===== config.mk =====
export PLATFORM = sky130hd
export DESIGN_NAME = dwf_front_flat
export DESIGN_NICKNAME = d
export VERILOG_FILES = /design/src/hdl/dwf_pkg.sv /design/src/hdl/dwf_if.sv /design/src/hdl/dwf_front.sv /design/src/flat_wrapper.sv
export SDC_FILE = /design/constraint.sdc
export NUM_CORES = 1
export LEC_CHECK = 0
export ABC_AREA = 0
export BUFFER_PORTS_ARGS = -buffer_cell sky130_fd_sc_hd__buf_2
export CORE_ASPECT_RATIO = 1.25
export CORE_MARGIN = 2
export CORE_UTILIZATION = 45
export CTS_BUF_LIST = sky130_fd_sc_hd__clkbuf_4
export DETAILED_ROUTE_END_ITERATION = 8
export PLACE_DENSITY = 0.67
export SLEW_MARGIN = 25
export SYNTH_ARGS = -nofsm -noshare
export SYNTH_HDL_FRONTEND = slang
export SYNTH_SLANG_ARGS = --single-unit

===== constraint.sdc =====
create_clock -name clk -period 3.4 [get_ports clk]
set_clock_uncertainty 0.1 [all_clocks]
set_input_delay 0.34 -clock clk [delete_from_list [all_inputs] [get_ports clk]]
set_output_delay 0.34 -clock clk [all_outputs]
set_load 0.05 [all_outputs]

===== src/hdl/dwf_pkg.sv =====
// Shared constants and types for the duplicate word filter.
package dwf_pkg;

    localparam int MaxWordLen = 32;
    localparam int MaxWords   = 64;
    localparam int LenW       = $clog2(MaxWordLen + 1);
    localparam int PosW       = $clog2(MaxWordLen);
    localparam int CntW       = $clog2(MaxWords + 1);
    localparam int IdxW       = (MaxWords > 1) ? $clog2(MaxWords) : 1;
    localparam logic [7:0] SepReset = 8'd32;
    localparam int QDepth     = 4;
    localparam int QPtrW      = 2;

    // Classified command from the front part to the back part.
    typedef enum logic [1:0] {
        CMD_BYTE = 2'd0,
        CMD_END  = 2'd1,
        CMD_LAST = 2'd2
    } cmd_kind_t;

    typedef struct packed {
        cmd_kind_t  kind;
        logic [7:0] data;
    } cmd_t;

    typedef enum logic [2:0] {
        ST_IDLE,
        ST_SEARCH,
        ST_CMP,
        ST_EMIT,
        ST_SEP,
        ST_TERM
    } back_state_t;

endpackage


===== src/hdl/dwf_if.sv =====
// Valid/ready channel interfaces for input, output and configuration.
interface dwf_in_if;
    logic       valid;
    logic       ready;
    logic [7:0] in_byte;
    logic       in_last;
    modport source (output valid, output in_byte, output in_last, input ready);
    modport sink   (input valid, input in_byte, input in_last, output ready);
endinterface


interface dwf_cfg_if;
    logic       valid;
    logic       ready;
    logic [7:0] separator_char;
    modport source (output valid, output separator_char, input ready);
    modport sink   (input valid, input separator_char, output ready);
endinterface


===== src/hdl/dwf_front.sv =====
// Front part: classifies each input request into commands and queues them.
module dwf_front
    import dwf_pkg::*;
(
    input  logic       clk,
    input  logic       rst_n,
    dwf_in_if.sink     in_ch,
    dwf_cfg_if.sink    cfg_ch,
    input  logic       cmd_pop,
    output logic       cmd_valid,
    output cmd_t       cmd_head,
    output logic [7:0] sep
);

    logic [7:0]       sep_reg;
    cmd_t             q_mem [QDepth];
    logic [QPtrW-1:0] wr_reg, rd_reg;
    logic [QPtrW:0]   cnt_reg;
    logic             pend_reg, pend_next;
    cmd_t             push_cmd;
    logic             push, accept;

    assign cfg_ch.ready = 1'b1;
    assign sep          = sep_reg;

    // A byte pushes its own command; with in_last an extra LAST command follows.
    assign in_ch.ready = !pend_reg && (cnt_reg < (QPtrW+1)'(QDepth));
    assign accept      = in_ch.valid && in_ch.ready;

    always_comb
    begin
        push_cmd  = '{kind: CMD_BYTE, data: in_ch.in_byte};
        push      = 1'b0;
        pend_next = pend_reg;
        if (pend_reg)
        begin
            push_cmd = '{kind: CMD_LAST, data: 8'd0};
            push     = (cnt_reg < (QPtrW+1)'(QDepth));
            if (push)
                pend_next = 1'b0;
        end
        else if (accept)
        begin
            push = 1'b1;
            if (in_ch.in_byte == sep_reg)
                push_cmd.kind = CMD_END;
            pend_next = in_ch.in_last;
        end
    end

    assign cmd_valid = (cnt_reg != '0);
    assign cmd_head  = q_mem[rd_reg];

    always_ff @(posedge clk)
    begin
        if (push)
            q_mem[wr_reg] <= push_cmd;
    end

    always_ff @(posedge clk or negedge rst_n)
    begin
        if (!rst_n)
        begin
            sep_reg  <= SepReset;
            wr_reg   <= '0;
            rd_reg   <= '0;
            cnt_reg  <= '0;
            pend_reg <= 1'b0;
        end
        else
        begin
            if (cfg_ch.valid)
                sep_reg <= cfg_ch.separator_char;
            if (push)
                wr_reg <= wr_reg + 1'b1;
            if (cmd_pop)
                rd_reg <= rd_reg + 1'b1;
            cnt_reg  <= cnt_reg + (QPtrW+1)'(push) - (QPtrW+1)'(cmd_pop);
            pend_reg <= pend_next;
        end
    end

`ifndef SYNTHESIS
    a_no_overflow: assert property (@(posedge clk) disable iff (!rst_n)
        push |-> (cnt_reg < (QPtrW+1)'(QDepth)))
        else $error("command queue overflow");
    a_no_underflow: assert property (@(posedge clk) disable iff (!rst_n)
        cmd_pop |-> cnt_reg != '0)
        else $error("command queue underflow");
    a_last_follows: assert property (@(posedge clk) disable iff (!rst_n)
        (accept && in_ch.in_last) |=> pend_reg || $past(push))
        else $error("last command not scheduled");
`endif

endmodule


===== src/flat_wrapper.sv =====
// flat-port wrapper written by rule: the top's interface ports become plain ports
module dwf_front_flat import dwf_pkg::*;
  (clk, rst_n, cmd_pop, cmd_valid, cmd_head, sep, in_ch_valid, in_ch_in_byte, in_ch_in_last, in_ch_ready, cfg_ch_valid, cfg_ch_separator_char, cfg_ch_ready);
  dwf_in_if in_ch_i ();
  dwf_cfg_if cfg_ch_i ();
  input  logic clk;
  input  logic rst_n;
  input  logic cmd_pop;
  output logic cmd_valid;
  output cmd_t cmd_head;
  output logic [7:0] sep;
  input wire logic [$bits(in_ch_i.valid)-1:0] in_ch_valid;
  input wire logic [$bits(in_ch_i.in_byte)-1:0] in_ch_in_byte;
  input wire logic [$bits(in_ch_i.in_last)-1:0] in_ch_in_last;
  output wire logic [$bits(in_ch_i.ready)-1:0] in_ch_ready;
  input wire logic [$bits(cfg_ch_i.valid)-1:0] cfg_ch_valid;
  input wire logic [$bits(cfg_ch_i.separator_char)-1:0] cfg_ch_separator_char;
  output wire logic [$bits(cfg_ch_i.ready)-1:0] cfg_ch_ready;
  assign in_ch_i.valid = in_ch_valid;
  assign in_ch_i.in_byte = in_ch_in_byte;
  assign in_ch_i.in_last = in_ch_in_last;
  assign in_ch_ready = in_ch_i.ready;
  assign cfg_ch_i.valid = cfg_ch_valid;
  assign cfg_ch_i.separator_char = cfg_ch_separator_char;
  assign cfg_ch_ready = cfg_ch_i.ready;
  dwf_front u_core (.clk(clk), .rst_n(rst_n), .in_ch(in_ch_i), .cfg_ch(cfg_ch_i), .cmd_pop(cmd_pop), .cmd_valid(cmd_valid), .cmd_head(cmd_head), .sep(sep));
endmodule

### Word-level counts from Yosys, hierarchy flattened

Memory sizes are Yosys's and may differ from the RTL's.
Cells that the tools add are included.

* register bits: 16
* bits in writable memories: 40
* input bits: 22
* output and inout port bits: 21
* word-level logic and storage cells: 27
* memories: 1

Memory list
* u_core.q_mem: depth 4, bits a word 10, rd ports 1, clocked after memory_dff 0, wr ports 1, line dwf_front.sv:16 `cmd_t q_mem [QDepth];`

* add/subtract/negate cells: 4
* $lt $le $gt $ge: 1
* equal/unequal tests: 1
* multiplexer cells: 11
* reduce and logical (&&, ||, !) cells: 4

Operators with widths (count)
* $eq 8x8->1: 1
* $mux 1: 8
* $mux 8: 1
* $add 2x1->2 const B: 2
* $mux 2: 2
* $add 3x1->3: 1
* $lt 3x3->1 const B: 1
* $reduce_bool 3->1: 1
* $sub 3x1->3: 1
* $logic_and 1x1->1: 2
* $logic_not 1->1: 1

### Logic depth before layout (Yosys ltp)

Gate-level depths: netlist of the first run.

* word-level depth: 7
* gate-level depth with buffers: 7
* gate-level depth less buffers: 7

### Worst setup path before layout of the first run

Ideal clock, no wire load.

* path type: register -> output
* start point: register u_core.pend_reg
* end point: output in_ch_ready
* data arrival time: 1.272 ns
* setup slack: 1.688 ns
* stages on the path, launching flop included: 3
* buffers on the path: 1
* cell sequence: dfrtp_1 > clkbuf_1 > nor2_1

* longest elaborated chain between the ends: 2

Ends and longest elaborated chain
* from (decl): line dwf_front.sv:19 `logic pend_reg, pend_next;`
* from (signal assigned): line dwf_front.sv:79 `pend_reg <= pend_next;`
* $logic_not 1->1: line dwf_front.sv:27 `assign in_ch.ready = !pend_reg && (cnt_reg < (QPtrW+1)'(QDepth));`
* $logic_and 1x1->1: line dwf_front.sv:27
* to (decl): line flat_wrapper.sv:15 `output wire logic [$bits(in_ch_i.ready)-1:0] in_ch_ready;`

Every way passes these cells.

==> results of run 1 <==
==> logic make-up (layout without fill, tap and decap cells) <==
| kind of cell | count (synthesis) | count (layout) |
|---|---|---|
| DFF | 56 | 56 |
| and+or+nand+nor | 24 | 24 |
| muxes | 19 | 19 |
| xor gates and xnor gates | 13 | 13 |
| buffers and inverters | 11 | 56 |
| adders and majority gates | 7 | 7 |
| other | 1 | 1 |
| AOI/OAI and AO/OA | 1 | 1 |
==> metrics by stage <==
step / hold slack [ps] / util (%) / power (uW) / instance area, um2 / setup WS, ps
finish: 86.2 / 53.7 / 2420 / 2710 / 938
global route: 67.6 / 53.7 / 2550 / 2710 / 755
CTS: 73.9 / 53.7 / 2450 / 2710 / 874
detailed placement: 175 / 51.4 / 2030 / 2590 / 1310
global placement: 165 / 51.4 / 1990 / 2590 / 1310
floorplan: -55.6 / - / 1820 / 2340 / 1690
==> power by group through the flow <==
stage | clock network [uW] | logic, uW | registers (uW)
2_1_floorplan | 0 | 778 | 1040
3_3_place_gp | 0 | 902 | 1090
3_5_place_dp | 0 | 922 | 1100
4_1_cts | 438 | 924 | 1090
5_1_grt | 463 | 979 | 1110
6_report | 430 | 907 | 1080
==> placed cells by master, fill, tap and decap left out, drive strengths merged <==
master and count:
and2 4, buf 41, bufinv 2, clkbuf 6, conb 1, dfrtp 15
dfstp 1, dlygate4sd3 1, edfxtp 40, fa 1, ha 6, inv 6
mux2 9, mux4 10, nand2 4, nand3 1, nand4 1, nor2 3
nor2b 9, nor4 1, o21ai 1, or3 1, xnor2 11, xor2 2
==> per-layer routing <==
layer / global-route usage (%) / up-vias
met5: 0 / -
met4: 5.45 / 0
met3: 4.02 / 5
met2: 25.0 / 41
met1: 17.0 / 604
li1: - / 573
==> final cells by class <==
class	count	area (um2)
clock buffer	6	45.0
clock inverter	2	60.1
fill	416	2330
inverter	6	22.5
multi-input combinational	65	686
sequential	56	1600
tap	62	77.6
timing repair buffer	42	215
==> how the worst max path moves through the flow <==
stage,start,end,slack (ps)
finish,u_core.rd_reg[0]$_DFFE_PN0P_,cmd_head[0],940
global route,u_core.rd_reg[0]$_DFFE_PN0P_,cmd_head[0],760
detailed placement,u_core.rd_reg[0]$_DFFE_PN0P_,cmd_head[0],1310
global placement,u_core.rd_reg[0]$_DFFE_PN0P_,cmd_head[0],1310
CTS,u_core.rd_reg[0]$_DFFE_PN0P_,cmd_head[0],870
floorplan,u_core.pend_reg$_DFF_PN0_,in_ch_ready,1690
==> results.md, run 1 <==
- I/O pins: 43
- Placed cell count: between 200 and 250
- Post-Syn Area per Cell: 17.8 um2
- Reg2reg setup slack: around 1300 ps
- Dominant combinational cell family by area after synthesis: multiplexers
- Switching power total: approximately 940 uW
- Largest register FFs: 40
- Hold Violations, Final: 0
- CTS Buf Count: 5
- Final nets: just over 200
- DRT met1 WL: 1.52 mm
- Crit Path Class: reg2out
- Combinational share of power: a little under two fifths
- Hold Path Class: in2reg
- Placeable Area: 5040 um2
- Cell count after synthesis: approximately 130
- Req. time, crit path: 2960 ps
- Relative slew slack: 54.8%
- Register area share after synthesis: between 60% and 70%
- Top-area cell type share of the netlist area: 51.3%
- Syn_nets: 161
- Mapped Area: around 2300 um2
- Adder-Cell Fraction of Synth Area: under 10%
- Final slew viol count: 0
- Top Metal Used: met4
- First-pass GRT wire length: ~6 mm
- Power Internal: between 1000 and 1500 uW
- Total clock sinks: 56
- Non-Filler Instances: around 240
- Crit Path Max Fanout: 12
- Vias in the first global route: ~1.3k
- Net Sw Frac: between 30% and 40%
- Period utilisation layout: a little over 70%
- Cts repair resizes: 0
- Stages on worst setup path: 2
- Sequential power share: roughly 45%
- Worst Setup Start Kind: flip-flop
- Critical Path Max Stage Delay: approximately 810 ps
- Number of post-CTS setup repair buffers: 0
- Synth Area in XOR/XNOR: under 10%
- Count leader, synth: edfxtp_1
- Prevailing post-synth register cell: edfxtp_1
- WL final: approximately 3.7 mm
- Seq cells post-synth: 56
- Drt wl/cell: 15.6 um
- Pwr Density: ~900 nW/um2
- Later-pin clock latency in the skew report: around 360 ps
- Reg2reg path depth: 3
- Cell chain of the critical path: mux4_1 > buf_2
- H-tree depth: 2
- Max-cap viol count: 0
- Port Buffers: 41
- Die height: 84.7 um
- Slew @ Worst Pin: 678 ps
- Hold_sp: cfg_ch_separator_char[0]
- Top cells by count, synth: edfxtp_1 (40), dfrtp_1 (15), xnor2_1 (11), mux2_2 (9), nor2b_1 (9)
- DR pass1 iterations: 4
- Diode count: 0
- Post-synth ARST share: about 29%
- CP max stage cell: dfrtp_1
- Hold endpoint: u_core.sep[0]$_DFFE_PN0P_
- Fmax: ~0.41 GHz
- Synth top area cells: edfxtp_1 (51%), dfrtp_1 (16%), mux4_2 (7.7%)
- Vias per inst: 5.12
- Tmin final: ~2500 ps
- Root Buffer: clkbuf_4
- DR iter-0 viols: 26
- Layout area overhead: 15.6%
- Worst reg2reg path endpoint: u_core.q_mem[3][7]$_DFFE_PP_
- Critical R2R Launch: u_core.pend_reg$_DFF_PN0_
- DPL Wire Length: 2.75 mm
- Largest net degree at the start of global routing: 18
- Setup crit end kind: primary output
- Layout cells sized above 1: slightly below 40%
- Setup tns final: 0 ps
- GRT Residual Overflow: 0
- Synth cell types: 26
- Simple-gate share of the synthesized area: between 5 and 6%
- Compound-Gate Fraction of Synth Area: less than 1%
- DRC viols: 0
- CTS tree: yes
- Vias: roughly 1.2k
- Worst hold stages: 2
- CP delay by family, top: flip-flops
- Syn. warnings: 0
- RD Place Congestion: ~0.7
- Routed wl met2: approximately 1.9 mm
- Met3 Routed Length: roughly 220 um
- Worst-path clk slew: 150 ps
- Mux cell area share after synthesis: ~14%
- CP arrival: just over 2000 ps
- Initial Util: a little under half
- Die ar.: about 5800 um2
- Area leader, netlist: edfxtp_1
- Buffers & Inverters on Critical Path: 1
- Total GRT Usage: about 15%
- DRT antenna net count: 0
- Max Root-Sink Buffers: 2
- EDFF count, synth: 40
- Worst vdd ir: about 0.49 mV
- Status: finished, final reports clean
- Setup violators final: 0
- Horiz. Die Dim: slightly below 70 um
- Leak: about 0.0011 uW
- RSZ-0062 raised after global routing: no
- Rows: 29
- Clk pwr share: 17.8%
- Cts hold-fix bufs: 1
- Initial antenna violation count: 0
(Power assumes the default switching activity.)
==> inputs of run 2 (changes only) <==
clock period = 2.3 ns   (was 3.4 ns; I/O delays follow)
==> run 2 against run 1 <==
  * Clock power grew 21%
  * Critical path depth grew 1
  * Combinational power grew 63%
  * Die area is the same
  * Utilization grew 1.8 points
  * First-iteration DRC count shrank 23%
  * Global-route usage grew 1.7 points
  * Sequential share of layout area shrank 1.9 points
  * Register-to-register slack lost 840 ps
  * Cell area grew 3.3%
  * Critical endpoint unchanged
  * Worst setup slack lost 790 ps
  * Via count grew 3.2%
==> results.md, run 2 (same netlist as run 1, synthesis figures left out) <==
- Status: finished, final reports clean
- First-pass GRT wire length: 6.73 mm (+12%)
- DR iter-0 viols: 20 (-23%)
- Final slew viol count: 0 (unchanged)
- Req. time, crit path: 1970 ps (-990 ps)
- Leak: 0.00109 uW (+3.5%)
- Layout area overhead: 19.4%
- Rows: 29 (unchanged)
- Initial antenna violation count: 0 (unchanged)
- Vias in the first global route: 1449 (+16%)
- Placed cell count: 232 (+0.87%)
- Drt wl/cell: 16.2 um (+3.9%)
- Most frequent cells in the layout: buf_2 (41), edfxtp_1 (40), dfrtp_1 (15), xnor2_1 (11), dlygate4sd3_1 (11)
- Later-pin clock latency in the skew report: 370 ps (about the same)
- Fmax: 0.465 GHz
- Total clock sinks: 56 (unchanged)
- Horiz. Die Dim: 68.5 um (unchanged)
- Tmin final: ~2200 ps
- Die ar.: 5800 um2 (unchanged)
- Period utilisation layout: between 90% and 100%
- RSZ-0062 raised after global routing: no
- Final nets: 217 (+5.9%)
- Hold Path Class: in2reg
- Initial Util: 46.5% (unchanged)
- Placeable Area: 5040 um2 (unchanged)
- Max-cap viol count: 0 (unchanged)
- Total GRT Usage: 16.3% (+1.7 points)
- DPL Wire Length: 2.98 mm (+8.5%)
- DRT antenna net count: 0 (unchanged)
- Vias: 1262 (+3.2%)
- Setup crit end kind: primary output
- Overall power: 3530 uW (+46%)
- Hold Violations, Final: 0 (unchanged)
- DR pass1 iterations: 4 (unchanged)
- Diode count: 0 (unchanged)
- Slew @ Worst Pin: 544 ps (-133 ps)
- Number of post-CTS setup repair buffers: 0 (unchanged)
- Largest register FFs: 40 (unchanged)
- Setup tns final: 0 ps (unchanged)
- GRT Residual Overflow: 0 (unchanged)
- Crit Path Class: reg2out
- Relative slew slack: 63.7% (+8.9 points)
- Worst vdd ir: 0.727 mV (+48%)
- Die height: 84.7 um (unchanged)
- Commonest non-fill, non-tap cell in the layout: buf_2
- DRC viols: 0 (unchanged)
- Cts repair resizes: 0 (unchanged)
- Worst-path clk slew: 150 ps (about the same)
- Port Buffers: 41 (unchanged)
- Max Root-Sink Buffers: 2 (unchanged)
- RD Place Congestion: 0.733 (+4.4%)
- Crit Path Max Fanout: 10 (-2)
- WL final: 4.07 mm (+9.1%)
- Largest net degree at the start of global routing: 18 (unchanged)
- Root Buffer: clkbuf_4
- Vias per inst: 5.03 (-1.7%)
- I/O pins: 43 (unchanged)
- Non-Filler Instances: 251 (+5.0%)
- Layout cells sized above 1: 37.0% (-1.4 points)
- Setup violators final: 0 (unchanged)
- Pwr Density: 1260 nW/um2 (+41%)
- H-tree depth: 2 (unchanged)
- Worst Setup Start Kind: flip-flop
- CTS Buf Count: 5 (unchanged)
- CP arrival: 1820 ps (-200 ps)
- CTS tree: yes
==> run 2: worst paths after layout <==
kind / start / to / slack [ps] / cells after the start
max: u_core.rd_reg[0]$_DFFE_PN0P_ / cmd_head[0] / 150 / 3
min: cfg_ch_valid / u_core.sep[0]$_DFFE_PN0P_ / 140 / 2
max reg2reg: u_core.cnt_reg[0]$_DFF_PN0_ / u_core.cnt_reg[2]$_DFF_PN0_ / 500 / 7
min reg2reg: u_core.rd_reg[0]$_DFFE_PN0P_ / u_core.rd_reg[0]$_DFFE_PN0P_ / 410 / 1
max in group asynchronous: rst_n / u_core.sep[5]$_DFFE_PN1P_ / 1610 / 2
min in group asynchronous: rst_n / u_core.rd_reg[0]$_DFFE_PN0P_ / 180 / 2
==> run 2: routing by layer <==
layer	global-route usage (%)	up-vias	share of wire [%]
met5	0	-	0
met1	18.5	620	37
li1	-	593	-
met3	3.75	8	5.0
met2	28.4	41	55
met4	7.09	0	2.3
==> run 2: timing repair <==
action / CTS / global route
endpoints found under the setup margin: 0 / 0
hold buffers: 11 / 0
hold endpoints to repair: 26 / 0
==> run 2: report_power, final <==
part | internal (uW) | switching, uW | total [uW]
Clock | 227 | 294 | 521
Sequential | 1380 | 145 | 1530
Combinational | 494 | 987 | 1480
==> run 2: worst max-delay path: stages, from the launching register on <==
cell     delay, ps
dfrtp_1        410
buf_4          240
mux4_1         570
buf_2          230
==> run 2: cell type report <==
type	count	area, um2
timing repair buffer	54	330
inverter	6	22.5
clock inverter	3	42.5
fill	404	2240
clock buffer	5	37.5
multi-input combinational	65	686
tap	62	77.6
sequential	56	1600
==> run 2: metrics by stage <==
step           hold WS, ps  utilization [%]  cell area, um2  worst slack, ps
5_1_grt                139             55.5            2800             19.9
6_report               138             55.5            2800              149
2_1_floorplan         -166                -            2340              623
3_3_place_gp          56.9             51.7            2610              579
3_5_place_dp          63.4             51.7            2610              494
4_1_cts                137             55.5            2800              113
